### src/rtl/qev_pkg.sv
// ----------------------------------------------------------------------------
// qev_pkg
// Shared widths, types and helpers of the four-channel x1 quadrature decoder
// with windowed velocity.
// ----------------------------------------------------------------------------
package qev_pkg;

    localparam int COUNT_WIDTH = 32;
    localparam int NUM_CH      = 4;
    localparam int TICK_W      = 32;
    localparam int DELTA_W     = 32;
    localparam int SPEED_W     = 56;
    localparam int SPEED_SHIFT = 8;
    localparam int SCALE_W     = 32;
    localparam int PROD_W      = COUNT_WIDTH + SCALE_W + 1;
    localparam int QUEUE_DEPTH = 2;
    localparam int QPTR_W      = (QUEUE_DEPTH > 1) ? $clog2(QUEUE_DEPTH) : 1;
    localparam int QCNT_W      = $clog2(QUEUE_DEPTH + 1);
    localparam int CFG_DATA_W  = 32;
    localparam int CFG_INDEX_W = 1;

    localparam logic [TICK_W-1:0]  WINDOW_LENGTH_RST = TICK_W'(100000);
    localparam logic [SCALE_W-1:0] SPEED_SCALE_RST   = SCALE_W'(36766);

    typedef enum logic [CFG_INDEX_W-1:0] {
        REG_WINDOW_LENGTH = 1'b0,
        REG_SPEED_SCALE   = 1'b1
    } cfg_reg_t;

    typedef logic signed [COUNT_WIDTH-1:0] count_t;

    typedef struct packed {
        count_t [NUM_CH-1:0] cnt;
    } counts_t;

    function automatic count_t sat_step(count_t v, logic dn);
        count_t cmax;
        count_t cmin;
        cmax = {1'b0, {(COUNT_WIDTH-1){1'b1}}};
        cmin = {1'b1, {(COUNT_WIDTH-1){1'b0}}};
        if (dn)
            return (v == cmin) ? v : count_t'(v - count_t'(1));
        else
            return (v == cmax) ? v : count_t'(v + count_t'(1));
    endfunction

    function automatic logic signed [DELTA_W-1:0] to_delta(count_t c);
        logic [COUNT_WIDTH+DELTA_W-1:0] ext;
        ext = {{DELTA_W{c[COUNT_WIDTH-1]}}, c};
        return ext[DELTA_W-1:0];
    endfunction

    function automatic logic signed [SPEED_W-1:0] to_speed(logic signed [PROD_W-1:0] p);
        logic [PROD_W+SPEED_W+SPEED_SHIFT-1:0] ext;
        ext = {{(SPEED_W+SPEED_SHIFT){p[PROD_W-1]}}, p};
        return ext[SPEED_SHIFT +: SPEED_W];
    endfunction

endpackage

### src/rtl/qev_queue.sv
// ----------------------------------------------------------------------------
// qev_queue
// Short queue of closed-window count snapshots between the front and the back.
// ----------------------------------------------------------------------------
module qev_queue
    import qev_pkg::*;
(
    input  logic    clk,
    input  logic    rst_n,
    input  logic    push,
    input  counts_t push_data,
    output logic    full,
    input  logic    pop,
    output logic    rd_valid,
    output counts_t rd_data
);

    counts_t             mem [QUEUE_DEPTH];
    logic [QPTR_W-1:0]   wr_ptr_reg;
    logic [QPTR_W-1:0]   rd_ptr_reg;
    logic [QCNT_W-1:0]   cnt_reg;

    assign full     = cnt_reg == QCNT_W'(QUEUE_DEPTH);
    assign rd_valid = cnt_reg != '0;
    assign rd_data  = mem[rd_ptr_reg];

    always_ff @(posedge clk)
    begin
        if (push)
        begin
            mem[wr_ptr_reg] <= push_data;
        end
    end

    always_ff @(posedge clk or negedge rst_n)
    begin
        if (!rst_n)
        begin
            wr_ptr_reg <= '0;
            rd_ptr_reg <= '0;
            cnt_reg    <= '0;
        end
        else
        begin
            if (push)
            begin
                wr_ptr_reg <= (wr_ptr_reg == QPTR_W'(QUEUE_DEPTH - 1)) ? '0 :
                              QPTR_W'(wr_ptr_reg + 1'b1);
            end
            if (pop)
            begin
                rd_ptr_reg <= (rd_ptr_reg == QPTR_W'(QUEUE_DEPTH - 1)) ? '0 :
                              QPTR_W'(rd_ptr_reg + 1'b1);
            end
            if (push && !pop)
            begin
                cnt_reg <= QCNT_W'(cnt_reg + 1'b1);
            end
            else if (pop && !push)
            begin
                cnt_reg <= QCNT_W'(cnt_reg - 1'b1);
            end
        end
    end

    a_no_push_full: assert property (@(posedge clk) disable iff (!rst_n)
        push |-> !full)
        else $error("qev_queue: push while full");

    a_no_pop_empty: assert property (@(posedge clk) disable iff (!rst_n)
        pop |-> rd_valid)
        else $error("qev_queue: pop while empty");

    a_cnt_bound: assert property (@(posedge clk) disable iff (!rst_n)
        cnt_reg <= QCNT_W'(QUEUE_DEPTH))
        else $error("qev_queue: occupancy beyond depth");

    a_cnt_grow: assert property (@(posedge clk) disable iff (!rst_n)
        (push && !pop) |=> cnt_reg == QCNT_W'($past(cnt_reg) + 1'b1))
        else $error("qev_queue: occupancy did not advance on push");

endmodule

### config.mk
export PLATFORM = sky130hd
export DESIGN_NAME = qev_queue
export DESIGN_NICKNAME = d
export VERILOG_FILES = /design/src/rtl/qev_pkg.sv /design/src/rtl/qev_queue.sv
export SDC_FILE = /design/constraint.sdc
export NUM_CORES = 1
export LEC_CHECK = 0
export ABC_AREA = 1
export ABC_CLOCK_PERIOD_IN_PS = 5900
export BUFFER_PORTS_ARGS = -buffer_cell sky130_fd_sc_hd__buf_2
export CORE_ASPECT_RATIO = 1.75
export CORE_UTILIZATION = 47
export CTS_CLUSTER_DIAMETER = 200
export DETAILED_ROUTE_END_ITERATION = 10
export PLACE_DENSITY = 0.81
export SLEW_MARGIN = 20
export SYNTH_ARGS = -nofsm -noshare
export SYNTH_HDL_FRONTEND = slang
export SYNTH_SLANG_ARGS = --single-unit
### constraint.sdc
create_clock -name clk -period 5.9 [get_ports clk]
set_input_delay 1.18 -clock clk [delete_from_list [all_inputs] [get_ports clk]]
set_output_delay 1.18 -clock clk [all_outputs]
set_load 0.02 [all_outputs]
# Yosys cells after proc, flatten, opt, wreduce, memory -nomap -nowiden
# Memory sizes are Yosys's and may differ from the RTL's.
# Cells that the tools add are included.
[word_totals]
ff_bits = 4
ram_bits = 256
input_bits = 132
word_cells = 21
mem_count = 1
[memory_table]
columns = ["name", "words", "word_bits", "read_ports", "rd_ports_with_merged_regs", "write_ports", "line", "text"]
rows = [
  ["mem", 2, 128, 1, 0, 1, "qev_queue.sv:18", "counts_t mem [QUEUE_DEPTH];"],
]
[classes]
n_addsub = 4
n_eq_ne = 1
n_mux = 6
reduce_logical = 6
[ops]
columns = ["op", "count"]
rows = [
  ["two-way mux 1 bit", 4],
  ["two-way mux 2 bit", 2],
  ["nonzero test 2 bit", 2],
  ["adder 1 bit, second input constant", 2],
  ["adder 2 x 1 -> 2 bit, second input constant", 1],
  ["== test 2 bit, second input constant", 1],
  ["logical AND 1 bit", 2],
  ["zero test 1 bit", 2],
  ["subtractor 2 x 1 -> 2 bit, second input constant", 1],
]

# Depth between registers and ports, before layout
[logic_depth]
ltp_word = 4
mapped_depth = 7
mapped_depth_nobuf = 7

# Least setup slack after synthesis
# OpenSTA, ideal clock, no wires.
[synth_timing]
path_kind = "input-to-reg"
from = "in push"
to = "mem mem[0][0] (netlist bit), enable pin"
arrival_ns = 6.574
required_ns = 5.280
setup_slack_ns = -1.294
cell_stages = 2
path_buffers = 0
path_cell_list = "inv_1 nor2_1"
[synth_via]
elab_chain_len = 2
[synth_rtl]
columns = ["element", "line", "text"]
rows = [
  ["start, declared", "qev_queue.sv:10", "input logic push,"],
  ["two-way mux 1 bit", "qev_queue.sv:29", "if (push)"],
  ["two-way mux 1 bit (implied by the code)", "qev_queue.sv:31", "mem[wr_ptr_reg] <= push_data;"],
  ["end, declared", "qev_queue.sv:18", ""],
]
# No other way between the ends.

==> impl_results.md <==
* Mapped Cells at around 420
* DIE WIDTH at about 110 um
* Residual DRC at 0
* F_max at approximately 260 MHz
* Setup Crit Path Kind: flip-flop to primary output
* Non-filler cells, final at 963
* Initial antenna violation count at 6
* Layout Skew at 8.500 ps
* Syn nets at 556
* Clk buf depth at 3
* Setup TNS at 0 ps
* All-Layer GR Usage at 17.29%
* Starting DRT DRC Count at 158
* H-tree levels at 1
* Hold buffers post-CTS at 0
* Distinct cell type count of the synthesized netlist at 13
* Port Buffers at around 260
* Cell Area, Synth at 9487 um2
* Core ar. at slightly below 20,000 um2
* Max reg flops at between 200 and 300
* Seq/Total Area, Yosys at 82.09%
* # Post-CTS Setup Buffers at 0
* CP Launch Type: flip-flop
* Worst-path clk slew at 60 ps
* Finished Core Util at between 50% and 60%
* GRT busiest layer: met2
* Fin crit share at 64.38%
* CP max FO at 52
* Starting Density at 48.06%
* Post-route minimum period at between 3000 and 4000 ps
* Final wirelength at about 18 mm
* Max-cap violations at 0
* Ys Warns at 0
* Layout cells sized above 1 at approximately 61%
* Drt wl/cell at 18.97 um
* Sink Count at 260
* Met2 global-route usage at 32.49%
* Cell count of the worst reg-to-reg path at 2
* GR met1 Demand/Resource at 17.28%
* Die height at 189.9 um
* Setup-failing EPs final at 0
* Grt met3 use at 4.042%
* P_leak at 4.436 nW
* Crit path required time at 4720 ps
* Top-level port count at 262
* Crit path DAT at ~2600 ps
* Synth-to-Final Area Change at 23.93%
* Final Cell Area at 11,760 um2
* Cts repair resizes at 0
* Slew @ Worst Pin at 1022 ps
* Inst Count DP at 920
* Mean Syn Cell Area at 22.43 um2
* Synthesized flop and latch total at 260
* CP endpoint kind: primary output
* Outcome: finished, final reports clean
* DR vias/cell at between 5 and 6
* Placed Area at 11,000 um2
* Nets at 833
* Vias in the first global route at 5,247
* DP HPWL at ~13 mm
* Worst Hold Class: input pin to async pin
* Total iterations of the first detailed-routing run at 4
* DRT antenna net count at 0
* Worst IR drop on VDD at about 0.00037 V
* Cts bufs inserted at 23
* CTS root buffer: clkbuf_16
* Vias at between 4,000 and 5,000
* Filler cells at about 1,400
* Clock Latency Late Sink at 510 ps
* Slew Viols, Final at 0
* TritonCTS clock tree: done
* Global-route wire length before repair at between 20 and 30 mm
* Unrepaired setup endpoints after global routing: no
* Row count at 68
* Total grt overflow at 0
* GP Congestion at around 0.71
* Endpoints failing hold at 0
* Largest net degree at the start of global routing at 91
* Die area at 20,780 um2
* Slew margin rel. at 31.68%
* Power Density at 499.6 nW/um2
==> synthesized netlist by cell type <==
library cell / number / area share, %
inv_1: 7 / 0.28
nand4_1: 1 / 0.066
xor2_1: 2 / 0.18
xnor2_1: 1 / 0.092
dfrtp_1: 4 / 1.1
ha_1: 1 / 0.13
edfxtp_1: 256 / 81
mux2_2: 128 / 15
buf_2: 1 / 0.053
nor2_1: 2 / 0.079
nand2_1: 6 / 0.24
buf_6: 13 / 1.5
nand3_1: 1 / 0.053
==> worst max-delay path, stage by stage, from the launching register on <==
cell,delay [ps]
dfrtp_4,860
buf_4,590
mux2_2,420
buf_2,170
==> stage by stage <==
step | setup slack [ps] | total power [mW] | hold WS [ps]
2_1_floorplan | 936.8 | 3.949 | 441.7
5_1_grt | 1987 | 6.118 | 462.9
3_5_place_dp | 2581 | 4.463 | 496.6
3_3_place_gp | 2667 | 4.394 | 453.6
4_1_cts | 2061 | 5.947 | 465.7
6_report | 2101 | 5.874 | 476.2
==> worst paths after layout <==
check	start	endpoint	slack, ps
max	rd_ptr_reg$_DFFE_PN0P_	rd_data[3]	2100
min	rst_n	rd_ptr_reg$_DFFE_PN0P_	480
max reg2reg	wr_ptr_reg$_DFFE_PN0P_	mem[0][24]$_DFFE_PP_	3530
min reg2reg	cnt_reg[1]$_DFFE_PN0P_	cnt_reg[1]$_DFFE_PN0P_	500
max in group asynchronous	rst_n	rd_ptr_reg$_DFFE_PN0P_	5280
min in group clk	cnt_reg[1]$_DFFE_PN0P_	cnt_reg[1]$_DFFE_PN0P_	500
==> report_power, final <==
| part | internal (mW) | total (mW) | switching [mW] |
|---|---|---|---|
| clock | 0.859 | 1.48 | 0.618 |
| combinational | 0.702 | 1.80 | 1.09 |
| sequential | 2.45 | 2.60 | 0.149 |
==> routing by layer <==
metal / share of wire, % / up-vias
li1: - / 2225
met3: 6.3 / 60
met4: 3.9 / 6
met5: 0.19 / -
met1: 33 / 2388
met2: 56 / 191
==> area by class of cell <==
cell class / count / area (um2) / share of cell area [%]
Sequential cell: 260 / 7791 / 66.27
Multi-Input combinational cell: 142 / 1529 / 13.01
Timing Repair Buffer: 266 / 1344 / 11.43
Clock buffer: 27 / 600.6 / 5.109
Tap cell: 245 / 306.5 / 2.607
Clock inverter: 11 / 141.4 / 1.203
Inverter: 7 / 31.28 / 0.2661
Antenna cell: 5 / 12.51 / 0.1064
==> cell families after synthesis <==
family                     synth area share (%)
adders and majority gates                0.1319
muxes                                     15.19
xor gates and xnor gates                 0.2770
DFF                                       82.09
and+or+nand+nor                          0.4352
buffers and inverters                     1.873
==> cell usage in the layout, fill, tap and decap left out <==
cell type | netlist | final
buf_2 | 1 | 261
buf_4 | 0 | 5
bufinv_16 | 0 | 3
clkbuf_1 | 0 | 3
clkbuf_16 | 0 | 23
clkbuf_8 | 0 | 1
clkinv_2 | 0 | 4
clkinvlp_4 | 0 | 3
dfrtp_1 | 4 | 3
dfrtp_4 | 0 | 1
diode_2 | 0 | 5
edfxtp_1 | 256 | 256
ha_1 | 1 | 1
inv_1 | 7 | 6
inv_6 | 0 | 2
mux2_2 | 128 | 128
nand2_1 | 6 | 6
nand3_1 | 1 | 1
nand4_1 | 1 | 1
nor2_1 | 2 | 1
nor2_4 | 0 | 1
xnor2_1 | 1 | 1
xor2_1 | 2 | 2
Power figures use the tool's default switching activity.
