[src/rtl/qev_pkg.sv]
// ----------------------------------------------------------------------------
// qev_pkg
// Shared widths, types and helpers of the four-channel x1 quadrature decoder
// with windowed velocity.
// ----------------------------------------------------------------------------
package qev_pkg;

    localparam int COUNT_WIDTH = 32;
    localparam int NUM_CH      = 4;
    localparam int TICK_W      = 32;
    localparam int DELTA_W     = 32;
    localparam int SPEED_W     = 56;
    localparam int SPEED_SHIFT = 8;
    localparam int SCALE_W     = 32;
    localparam int PROD_W      = COUNT_WIDTH + SCALE_W + 1;
    localparam int QUEUE_DEPTH = 2;
    localparam int QPTR_W      = (QUEUE_DEPTH > 1) ? $clog2(QUEUE_DEPTH) : 1;
    localparam int QCNT_W      = $clog2(QUEUE_DEPTH + 1);
    localparam int CFG_DATA_W  = 32;
    localparam int CFG_INDEX_W = 1;

    localparam logic [TICK_W-1:0]  WINDOW_LENGTH_RST = TICK_W'(100000);
    localparam logic [SCALE_W-1:0] SPEED_SCALE_RST   = SCALE_W'(36766);

    typedef enum logic [CFG_INDEX_W-1:0] {
        REG_WINDOW_LENGTH = 1'b0,
        REG_SPEED_SCALE   = 1'b1
    } cfg_reg_t;

    typedef logic signed [COUNT_WIDTH-1:0] count_t;

    typedef struct packed {
        count_t [NUM_CH-1:0] cnt;
    } counts_t;

    function automatic count_t sat_step(count_t v, logic dn);
        count_t cmax;
        count_t cmin;
        cmax = {1'b0, {(COUNT_WIDTH-1){1'b1}}};
        cmin = {1'b1, {(COUNT_WIDTH-1){1'b0}}};
        if (dn)
            return (v == cmin) ? v : count_t'(v - count_t'(1));
        else
            return (v == cmax) ? v : count_t'(v + count_t'(1));
    endfunction

    function automatic logic signed [DELTA_W-1:0] to_delta(count_t c);
        logic [COUNT_WIDTH+DELTA_W-1:0] ext;
        ext = {{DELTA_W{c[COUNT_WIDTH-1]}}, c};
        return ext[DELTA_W-1:0];
    endfunction

    function automatic logic signed [SPEED_W-1:0] to_speed(logic signed [PROD_W-1:0] p);
        logic [PROD_W+SPEED_W+SPEED_SHIFT-1:0] ext;
        ext = {{(SPEED_W+SPEED_SHIFT){p[PROD_W-1]}}, p};
        return ext[SPEED_SHIFT +: SPEED_W];
    endfunction

endpackage

[src/rtl/qev_front.sv]
// ----------------------------------------------------------------------------
// qev_front
// Accepts pin samples, detects rising A edges, keeps the saturating window
// counts and hands a snapshot of the counts to the queue when a window closes.
// ----------------------------------------------------------------------------
module qev_front
    import qev_pkg::*;
(
    input  logic                clk,
    input  logic                rst_n,
    input  logic                in_valid,
    output logic                in_ready,
    input  logic [NUM_CH-1:0]   a_levels,
    input  logic [NUM_CH-1:0]   b_levels,
    input  logic [TICK_W-1:0]   tick,
    input  logic [TICK_W-1:0]   window_length,
    input  logic                q_full,
    output logic                push,
    output counts_t             push_data
);

    logic                primed_reg;
    logic [NUM_CH-1:0]   prev_a_reg;
    logic [TICK_W-1:0]   start_reg;
    count_t [NUM_CH-1:0] cnt_reg;

    logic                accept;
    logic [NUM_CH-1:0]   rising;
    logic [TICK_W-1:0]   elapsed;
    logic                crossed;
    count_t [NUM_CH-1:0] cnt_next;

    assign in_ready = !q_full;
    assign accept   = in_valid && in_ready;
    assign rising   = a_levels & ~prev_a_reg;
    assign elapsed  = tick - start_reg;
    assign crossed  = elapsed >= window_length;

    always_comb
    begin
        for (int i = 0; i < NUM_CH; i++)
        begin
            cnt_next[i] = rising[i] ? sat_step(cnt_reg[i], b_levels[i]) : cnt_reg[i];
        end
    end

    assign push          = accept && primed_reg && crossed;
    assign push_data.cnt = cnt_next;

    always_ff @(posedge clk or negedge rst_n)
    begin
        if (!rst_n)
        begin
            primed_reg <= 1'b0;
            prev_a_reg <= '0;
            start_reg  <= '0;
            cnt_reg    <= '0;
        end
        else if (accept)
        begin
            prev_a_reg <= a_levels;
            if (!primed_reg)
            begin
                primed_reg <= 1'b1;
                start_reg  <= tick;
            end
            else if (crossed)
            begin
                start_reg <= tick;
                cnt_reg   <= '0;
            end
            else
            begin
                cnt_reg <= cnt_next;
            end
        end
    end

endmodule

[config.mk]
export PLATFORM = sky130hd
export DESIGN_NAME = qev_front
export DESIGN_NICKNAME = d
export VERILOG_FILES = /design/src/rtl/qev_pkg.sv /design/src/rtl/qev_front.sv
export SDC_FILE = /design/constraint.sdc
export NUM_CORES = 1
export LEC_CHECK = 0
export ABC_AREA = 1
export ABC_CLOCK_PERIOD_IN_PS = 4210
export BUFFER_PORTS_ARGS = -buffer_cell sky130_fd_sc_hd__buf_2
export CAP_MARGIN = 40
export CELL_PAD_IN_SITES_DETAIL_PLACEMENT = 1
export CELL_PAD_IN_SITES_GLOBAL_PLACEMENT = 2
export CORE_MARGIN = 2
export CORE_UTILIZATION = 32
export CTS_CLUSTER_DIAMETER = 60
export CTS_CLUSTER_SIZE = 40
export DETAILED_ROUTE_END_ITERATION = 7
export GPL_TIMING_DRIVEN = 1
export PLACE_DENSITY = 0.8
export RECOVER_POWER = 100
export SYNTH_ARGS = -nofsm -noshare
export SYNTH_HDL_FRONTEND = slang
export SYNTH_SLANG_ARGS = --single-unit
[constraint.sdc]
create_clock -name clk -period 4.21 [get_ports clk]
set_input_delay 0 -clock clk [delete_from_list [all_inputs] [get_ports clk]]
set_output_delay 0 -clock clk [all_outputs]
set_load 0.01 [all_outputs]
# --- Yosys cells after proc, flatten, opt, wreduce, memory -nomap -nowiden ---
# Index checks and enable logic that the tools add are counted.
# Widths: inputs -> output; s select.
totals:
  regBits: 165
  latch_bits: 0
  ramBits: 0
  rom_bits: 0
  in_bits: 76
  out_inout_bits: 130
  n_memories: 0
op_classes:
  addsub: 9
  n_mul: 0
  div: 0
  magnitude_cmp: 1
  n_eq_ne: 9
  shifts: 0
  n_mux: 19
  bitwise_logic: 2
  n_reduce_logical: 6
ops:
  columns: ["cell", "count"]
  rows:
  - ["$mux 32", 18]
  - ["$eq 32x32->1 const B", 8]
  - ["$add 32x2->32 const B", 4]
  - ["$mux 128", 1]
  - ["$sub 32x2->32 const B", 4]
  - ["$ge 32x32->1", 1]
  - ["$sub 32x32->32", 1]
  - ["$and 4x4->4", 1]
  - ["$not 4->4", 1]
  - ["$reduce_and 2->1", 2]
  - ["$logic_and 1x1->1", 3]
  - ["$ne 2x1->1 const B", 1]
  - ["$logic_not 1->1", 1]

# --- Longest topological paths before layout ---
# Gate-level depths: netlist of run 1.
depth:
  word_depth: 5
  ltp_mapped: 27
  depth_no_buf: 25

# --- Worst setup path before layout of run 1 ---
# Ideal clock, no wire load.
synth_path:
  path_kind: "register to register"
  from: "reg start_reg[0]"
  to: "reg cnt_reg[32] (netlist bit)"
  setup_ns: 0.066
  arrival_ns: 3.209
  required_ns: 4.144
  slack_ns: 0.935
  stages_incl_launch_ff: 24
  path_buffers: 2
  cell_sequence: "dfrtp_1 > ha_1 > inv_1 > fa_1 > nand2_1 > nand2_1 > o21ai_0 > o21ai_0 > a21o_1 > nand3_1 > nand3_1 > xor2_1 > ha_1 > nand2_1 > o21ai_1 > nand2_1 > o211ai_1 > nor2_1 > nand4_2 > inv_2 > buf_4 > buf_2 > nand2_1 > nand2_1"
synth_between:
  elab_chain_len: 3
synth_lines:
  columns: ["element", "line_no", "source"]
  rows:
  - ["start: declaration", "qev_front.sv:24", "logic [TICK_W-1:0] start_reg;"]
  - ["start signal: assignment", "qev_front.sv:65", "start_reg <= tick;"]
  - ["start signal: assignment", "qev_front.sv:69", "start_reg <= tick;"]
  - ["$sub 32x32->32", "qev_front.sv:36", "assign elapsed = tick - start_reg;"]
  - ["$ge 32x32->1", "qev_front.sv:37", "assign crossed = elapsed >= window_length;"]
  - ["$mux 128", "qev_front.sv:67", "else if (crossed)"]
  - ["end signal: assignment", "qev_front.sv:74", "cnt_reg <= cnt_next;"]
  - ["end: declaration", "qev_front.sv:25", "count_t [NUM_CH-1:0] cnt_reg;"]
# Every way passes these cells.
# A chain may end at the register's enable or synchronous reset.

# --- Worst setup path after layout of run 1 ---
layout_path:
  from: "reg start_reg[26]"
  to: "reg cnt_reg[28] (netlist bit)"
# Same word-level chain as after synthesis.

==> results.sh, run 1 <==
export IMPL_largest_reg_flops=128
export IMPL_core_um2=62700
export IMPL_postCtsSetupBuffers=0
export IMPL_wl_um=79600
export IMPL_drv_slew=52
export IMPL_reg2reg_to="cnt_reg[28]"
export IMPL_drive_above_1_share_pct=8.13
export IMPL_setup_tns_ns=0
export IMPL_crit_path_max_incr_delay_ns=0.41
export IMPL_instances_no_fill=4525
export IMPL_nNetsFinal=3818
export IMPL_layout_worst_path_cycle_share_pct=94.6
export IMPL_r2r_slack_ns=0.23
export IMPL_design_area_um2=22200
export IMPL_yosys_area_top_type="nand2_1"
export IMPL_worstMarginPinSlew_ns=3.26
export IMPL_clock_skew_ns=0.0214
export IMPL_grt_overflow=0
export IMPL_hold_viol=0
export IMPL_power_mw=15.1
export IMPL_worstPathMaxFanout=24
export IMPL_cts_sinks=165
export IMPL_violations="max-capacitance violations, max-slew violations"
export IMPL_drv_cap=1
export IMPL_n_fill_cell=8750
export IMPL_gp_congestion=0.918
export IMPL_drcViolationCount=0
export IMPL_powerDensity_nw_per_um2=682
export IMPL_ys_top_cells_by_area="nand2_1 24%, dfrtp_1 20%, nand3_1 9.0%"
export IMPL_drt_iter0_markers=1238
export IMPL_cts_clk_slew_worst_paths_ns=0.08
export IMPL_min_to="cnt_reg[9]"
export IMPL_synth_warnings=0
export IMPL_fp_dieW_um=255
export IMPL_synth_edf_count=0
export IMPL_timing_hold_ws_ns=0.116
export IMPL_ys_flop_type="dfrtp_1"
export IMPL_synth_area_um2=20200
export IMPL_antenna_found_initial=1
export IMPL_wl_per_cell_um=17.6
export IMPL_path_class="reg2reg"
export IMPL_fin_ws_ns=0.227
export IMPL_io_buffers=205
export IMPL_grt_total_usage_pct=24.6
export IMPL_dpl_hpwl_um=61600
export IMPL_cts_root_buffer="clkbuf_16"
export IMPL_cp_end_kind="flop"
export IMPL_synthArstFlopShare_pct=100
export IMPL_cellLeakagePower_nw=11.3
export IMPL_hold_path_class="in2reg"
export IMPL_syn_instance_count=3551
export IMPL_clock_latency_ns=0.51
export IMPL_period_minus_slack_ns=3.98
export IMPL_dr_pass1_iters=5
export IMPL_rsz0062_at_grt="false"
export IMPL_crit_arrival_ns=4.35
export IMPL_dp_slack_ns=0.143
export IMPL_finalSetupViolCount=0
export IMPL_drt_antenna_violating_nets=0
export IMPL_ys_seq_area_share_pct=20.5
export IMPL_h_tree_depth=4
export IMPL_cpMaxStageDelayCell="clkbuf_4"
export IMPL_avgViaCountPerCell=4.96
export IMPL_grt_pass1_wl_um=126000
export IMPL_rr_startpoint="start_reg[26]"
export IMPL_num_antenna_cells=0
export IMPL_reg2regPathDepth=19
export IMPL_grt_pass1_vias=22228
export IMPL_vdd_drop_max_uv=363
export IMPL_synth_area_per_cell_um2=5.68
export IMPL_dpl_cell_count=4455
export IMPL_hp_start="b_levels[0]"
export IMPL_yosys_area_top_type_share_pct=24.5
export IMPL_synth_seq_cells=165
export IMPL_start_kind="flop"
export IMPL_synthToLayoutAreaGrowth_pct=10.1
export IMPL_cpMostUsedCell="nand2_1"
export IMPL_synth_cell_types=50
export IMPL_yosys_cell_count_top_type="nand2_1"
export IMPL_die_h_um=255
export IMPL_path_cells="inv_1 -> ha_1 -> a21oi_1 -> o21ai_1 -> a21oi_1 -> o21ai_0 -> a31oi_1 -> nand2_1 -> nand2_1 -> nand2_1 -> ha_1 -> nand2_1 -> nor2_1 -> nand4_1 -> nor2_1 -> nand2_1 -> nand4_4 -> clkbuf_4 -> o21ai_0"
export IMPL_cts_buffer_depth=2
export IMPL_final_core_utilization_pct=35.4
export IMPL_cts_tree="done"
export IMPL_outcome="finished with violations"
export IMPL_initial_utilization_pct=32.1
export IMPL_vias=22425
export IMPL_placedInstanceArea_um2=21600
export IMPL_numCtsBuffers=17
export IMPL_cp_required_ns=4.58
export IMPL_num_rows=92
export IMPL_die_area_um2=65100
export IMPL_ios=206
export IMPL_worstHoldPathCells=6
export IMPL_grt_max_degree=63
export IMPL_synth_top_cells_by_count="1314 x nand2_1, 445 x nor2_1, 381 x inv_1"
export IMPL_slew_headroom_pct=-118
export IMPL_max_freq_mhz=251
export IMPL_synth_fp_nets=3703
power by group:
part | total (mW) | internal, mW | switching [mW] | leakage (nW)
combinational | 10.1 | 3.38 | 6.71 | 8.88
sequential | 3.45 | 2.16 | 1.29 | 2.17
clock | 1.60 | 0.775 | 0.828 | 0.261
cells in the final DEF (no fill, tap or decap), types with 6 or more instances in the layout:
master         instances
o21bai_1               6
buf_2                134
dfrtp_1              165
nor3_1                30
nand4_1               54
a21o_1                 6
nand3_1              367
clkbuf_1              72
xor2_1                90
o21ai_1               30
inv_2                 10
nor2_4                10
nand2_2               10
nand3b_1              10
a21oi_2               29
dlygate4sd3_1         37
ha_1                  75
nor2_1               457
buf_4                 20
inv_1                380
xnor2_1               25
nor2_2                26
nand2_1             1318
o21ai_0              130
a21oi_1              100
clkbuf_16             17
timing repair:
| item | in CTS | in global routing |
|---|---|---|
| hold endpoints to repair | 84 | 0 |
| hold buffers | 37 | 0 |
| setup endpoints to repair | 0 | 161 |
| resized for setup | 0 | 12 |
how the worst max path moves through the flow:
stage,start,to,slack [ns]
5_1_grt,start_reg[2],start_reg[0],0.002
2_1_floorplan,start_reg[0],cnt_reg[32],0.94
3_3_place_gp,start_reg[24],cnt_reg[19],0.28
4_1_cts,start_reg[2],cnt_reg[52],0.11
6_report,start_reg[26],cnt_reg[28],0.23
3_5_place_dp,start_reg[2],cnt_reg[52],0.14
layout make-up:
type | count | area (µm²) | area share [%]
Sequential cell | 165 | 4130 | 18.6
Inverter | 393 | 1480 | 6.65
Timing Repair Buffer | 272 | 1610 | 7.24
Clock buffer | 19 | 443 | 1.99
Tap cell | 846 | 1060 | 4.77
Clock inverter | 13 | 98.8 | 0.445
Multi-Input combinational cell | 2817 | 13400 | 60.3
routing by layer:
metal / track usage [%] / up-vias / wire [µm]
met3: 2.79 / 48 / 2360
li1: - / 11364 / -
met2: 41.3 / 326 / 37100
met5: 0 / - / 7
met1: 33.9 / 10685 / 39100
met4: 4.75 / 2 / 1090
critical path, delay by kind of cell, from the launching register on:
family          cells  cell delay, ns
compound gates      6            1.22
fa+ha+maj           2            0.68
buf+inv             2            0.46
flops               1            0.36
simple gates        9            1.10
kinds of logic after synthesis:
logic type / after synthesis / synth area share (%)
DFF: 165 / 20.5
AOI/OAI and AO/OA: 318 / 9.27
xor gates and xnor gates: 117 / 5.19
adders and majority gates: 76 / 4.75
buffers and inverters: 569 / 12.2
and+or+nand+nor: 2306 / 48.2
Note: power is estimated with default switching activity, not from simulation.
==> run 2, diff against run 1 <==
--- a/config.mk
+++ b/config.mk
@@ -11,10 +11,11 @@
 export CAP_MARGIN = 40
 export CELL_PAD_IN_SITES_DETAIL_PLACEMENT = 1
 export CELL_PAD_IN_SITES_GLOBAL_PLACEMENT = 2
+export CORE_ASPECT_RATIO = 0.75
 export CORE_MARGIN = 2
 export CORE_UTILIZATION = 32
 export CTS_CLUSTER_DIAMETER = 60
-export CTS_CLUSTER_SIZE = 40
+export CTS_CLUSTER_SIZE = 30
 export DETAILED_ROUTE_END_ITERATION = 7
 export GPL_TIMING_DRIVEN = 1
 export PLACE_DENSITY = 0.8
==> run 2 against run 1 <==
The run still ends with max-capacitance violations, max-slew violations left. Combinational power hardly changed. Sequential cell count stayed put. Non-clock buffer count is 2 higher. Worst setup slack better by 0.066 ns. First-iteration DRC count is 21% higher. Sequential share of layout area hardly changed. Core utilization is 0.38 points higher. Worst hold slack better by 0.096 ns. Global-route usage is 0.23 points higher. Register-to-register slack better by 0.07 ns. Critical path type unchanged.
==> results.sh, run 2 (synthesized netlist as in run 1, its figures left out) <==
export IMPL_nNetsFinal=3820
export IMPL_dpl_hpwl_um=62800
export IMPL_slew_headroom_pct=-66.6
export IMPL_layout_worst_path_cycle_share_pct=93.0
export IMPL_vdd_drop_max_uv=377
export IMPL_cp_end_kind="flop"
export IMPL_clock_skew_ns=0.0185
export IMPL_wl_per_cell_um=17.9
export IMPL_outcome="finished with violations"
export IMPL_worstMarginPinSlew_ns=2.50
export IMPL_numCtsBuffers=17
export IMPL_grt_overflow=0
export IMPL_die_h_um=221
export IMPL_io_buffers=205
export IMPL_max_freq_mhz=255
export IMPL_avgViaCountPerCell=5.03
export IMPL_period_minus_slack_ns=3.92
export IMPL_cellLeakagePower_nw=11.4
export IMPL_drcViolationCount=0
export IMPL_cts_clk_slew_worst_paths_ns=0.08
export IMPL_setup_tns_ns=0
export IMPL_postCtsSetupBuffers=0
export IMPL_clock_latency_ns=0.53
export IMPL_worstPathMaxFanout=50
export IMPL_drt_iter0_markers=1502
export IMPL_mostFrequentLayoutCells="1318 x nand2_1, 453 x nor2_1, 380 x inv_1"
export IMPL_largest_reg_flops=128
export IMPL_hold_path_class="in2reg"
export IMPL_ios=206
export IMPL_powerDensity_nw_per_um2=693
export IMPL_cts_tree="done"
export IMPL_cts_sinks=165
export IMPL_h_tree_depth=4
export IMPL_start_kind="flop"
export IMPL_cts_root_buffer="clkbuf_16"
export IMPL_grt_max_degree=93
export IMPL_grt_pass1_vias=22198
export IMPL_cts_buffer_depth=2
export IMPL_finalSetupViolCount=0
export IMPL_final_common_cell="nand2_1"
export IMPL_rsz0062_at_grt="false"
export IMPL_cp_required_ns=4.67
export IMPL_core_um2=62200
export IMPL_crit_path_max_incr_delay_ns=0.41
export IMPL_drt_antenna_violating_nets=0
export IMPL_drv_slew=167
export IMPL_die_area_um2=65100
export IMPL_antenna_found_initial=0
export IMPL_hold_viol=0
export IMPL_num_rows=79
export IMPL_violations="max-capacitance violations, max-slew violations"
export IMPL_dr_pass1_iters=5
export IMPL_fp_dieW_um=294
export IMPL_num_antenna_cells=0
export IMPL_vias=22612
export IMPL_synthToLayoutAreaGrowth_pct=10.3
export IMPL_path_cells="ha_1 -> inv_1 -> fa_1 -> nand2_1 -> nand2_1 -> o21ai_1 -> o21ai_0 -> buf_4 -> a21o_1 -> nand3_1 -> nand3_1 -> xor2_1 -> ha_1 -> nand2_1 -> o21ai_1 -> nand2_1 -> o211ai_1 -> nor2_2 -> nand4_4 -> clkinv_2 -> buf_16 -> nand2_1 -> nand2_1"
export IMPL_timing_hold_ws_ns=0.213
export IMPL_path_class="reg2reg"
export IMPL_gp_congestion=0.912
export IMPL_wl_um=80200
export IMPL_drv_cap=2
export IMPL_cpMaxStageDelayCell="fa_1"
export IMPL_drive_above_1_share_pct=8.26
export IMPL_cpMostUsedCell="nand2_1"
export IMPL_grt_total_usage_pct=24.8
export IMPL_initial_utilization_pct=32.4
export IMPL_crit_arrival_ns=4.38
export IMPL_power_mw=15.4
export IMPL_grt_pass1_wl_um=128000
[run 2: cell types whose count changed in the layout (fill, tap and decap cells not counted), sizes merged]
cell,before,now
clkinv,9,6
buf,159,161
clkinvlp,3,1
inv,394,398
bufinv,0,2
clkbuf,95,94
[run 2: timing repair]
| action | 4_1_cts | 5_1_grt |
|---|---|---|
| hold endpoints to repair | 201 | 0 |
| gates resized for setup | 0 | 10 |
| hold buffers | 37 | 0 |
| endpoints found under the setup margin | 0 | 161 |
[run 2: layer usage]
layer | vias to the layer above | GRT usage, % | wire length, µm
li1 | 11354 | - | -
met1 | 10817 | 38.0 | 42300
met2 | 390 | 36.4 | 33500
met3 | 51 | 3.35 | 3350
met4 | 0 | 5.28 | 1060
met5 | - | 0 | 0
[run 2: final timing paths]
path	cells past startpoint	startpoint	end	slack (ns)
setup / recovery	23	start_reg[0]	cnt_reg[86]	0.29
setup reg to reg	23	start_reg[0]	cnt_reg[86]	0.29
max in group asynchronous	3	rst_n	cnt_reg[78]	1.80
hold / removal	6	in_valid	prev_a_reg[2]	0.21
hold reg to reg	2	start_reg[6]	start_reg[6]	0.47
min in group asynchronous	3	rst_n	cnt_reg[23]	0.74
[run 2: worst max-delay path: cells and delay by family (launching register included)]
family	cells	cell delay [ns]
simple gates	10	1.09
flops	1	0.36
compound gates	5	0.71
fa+ha+maj	3	0.81
buf+inv	4	0.59
xor+xnor	1	0.22
[run 2: where the power goes]
part / switching (mW) / internal [mW] / total, mW / leakage, nW
clock network: 0.858 / 0.892 / 1.75 / 0.291
registers: 1.29 / 2.15 / 3.45 / 2.17
logic: 6.81 / 3.42 / 10.2 / 8.90
total: 8.95 / 6.46 / 15.4 / 11.4
[run 2: per-stage QoR]
stage                     util [%]  setup WS [ns]  instances  area (µm²)
after detailed placement      34.7          0.206       4422       21600
after floorplan                  -          0.935       3551       20200
after global placement        34.6          0.310       4419       21500
after global routing          35.8        0.00598       4491       22200
after CTS                     36.3          0.153       4491       22600
final                         35.8          0.293       4491       22200
[run 2: final cells by class]
| cell class | count | area [µm²] |
|---|---|---|
| clock buffers | 18 | 429 |
| inverters | 393 | 1480 |
| fillers | 8562 | 39900 |
| multi-input cells | 2817 | 13400 |
| well taps | 810 | 1010 |
| repair buffers | 274 | 1620 |
| flip-flops and latches | 165 | 4130 |
| clock inverters | 14 | 165 |
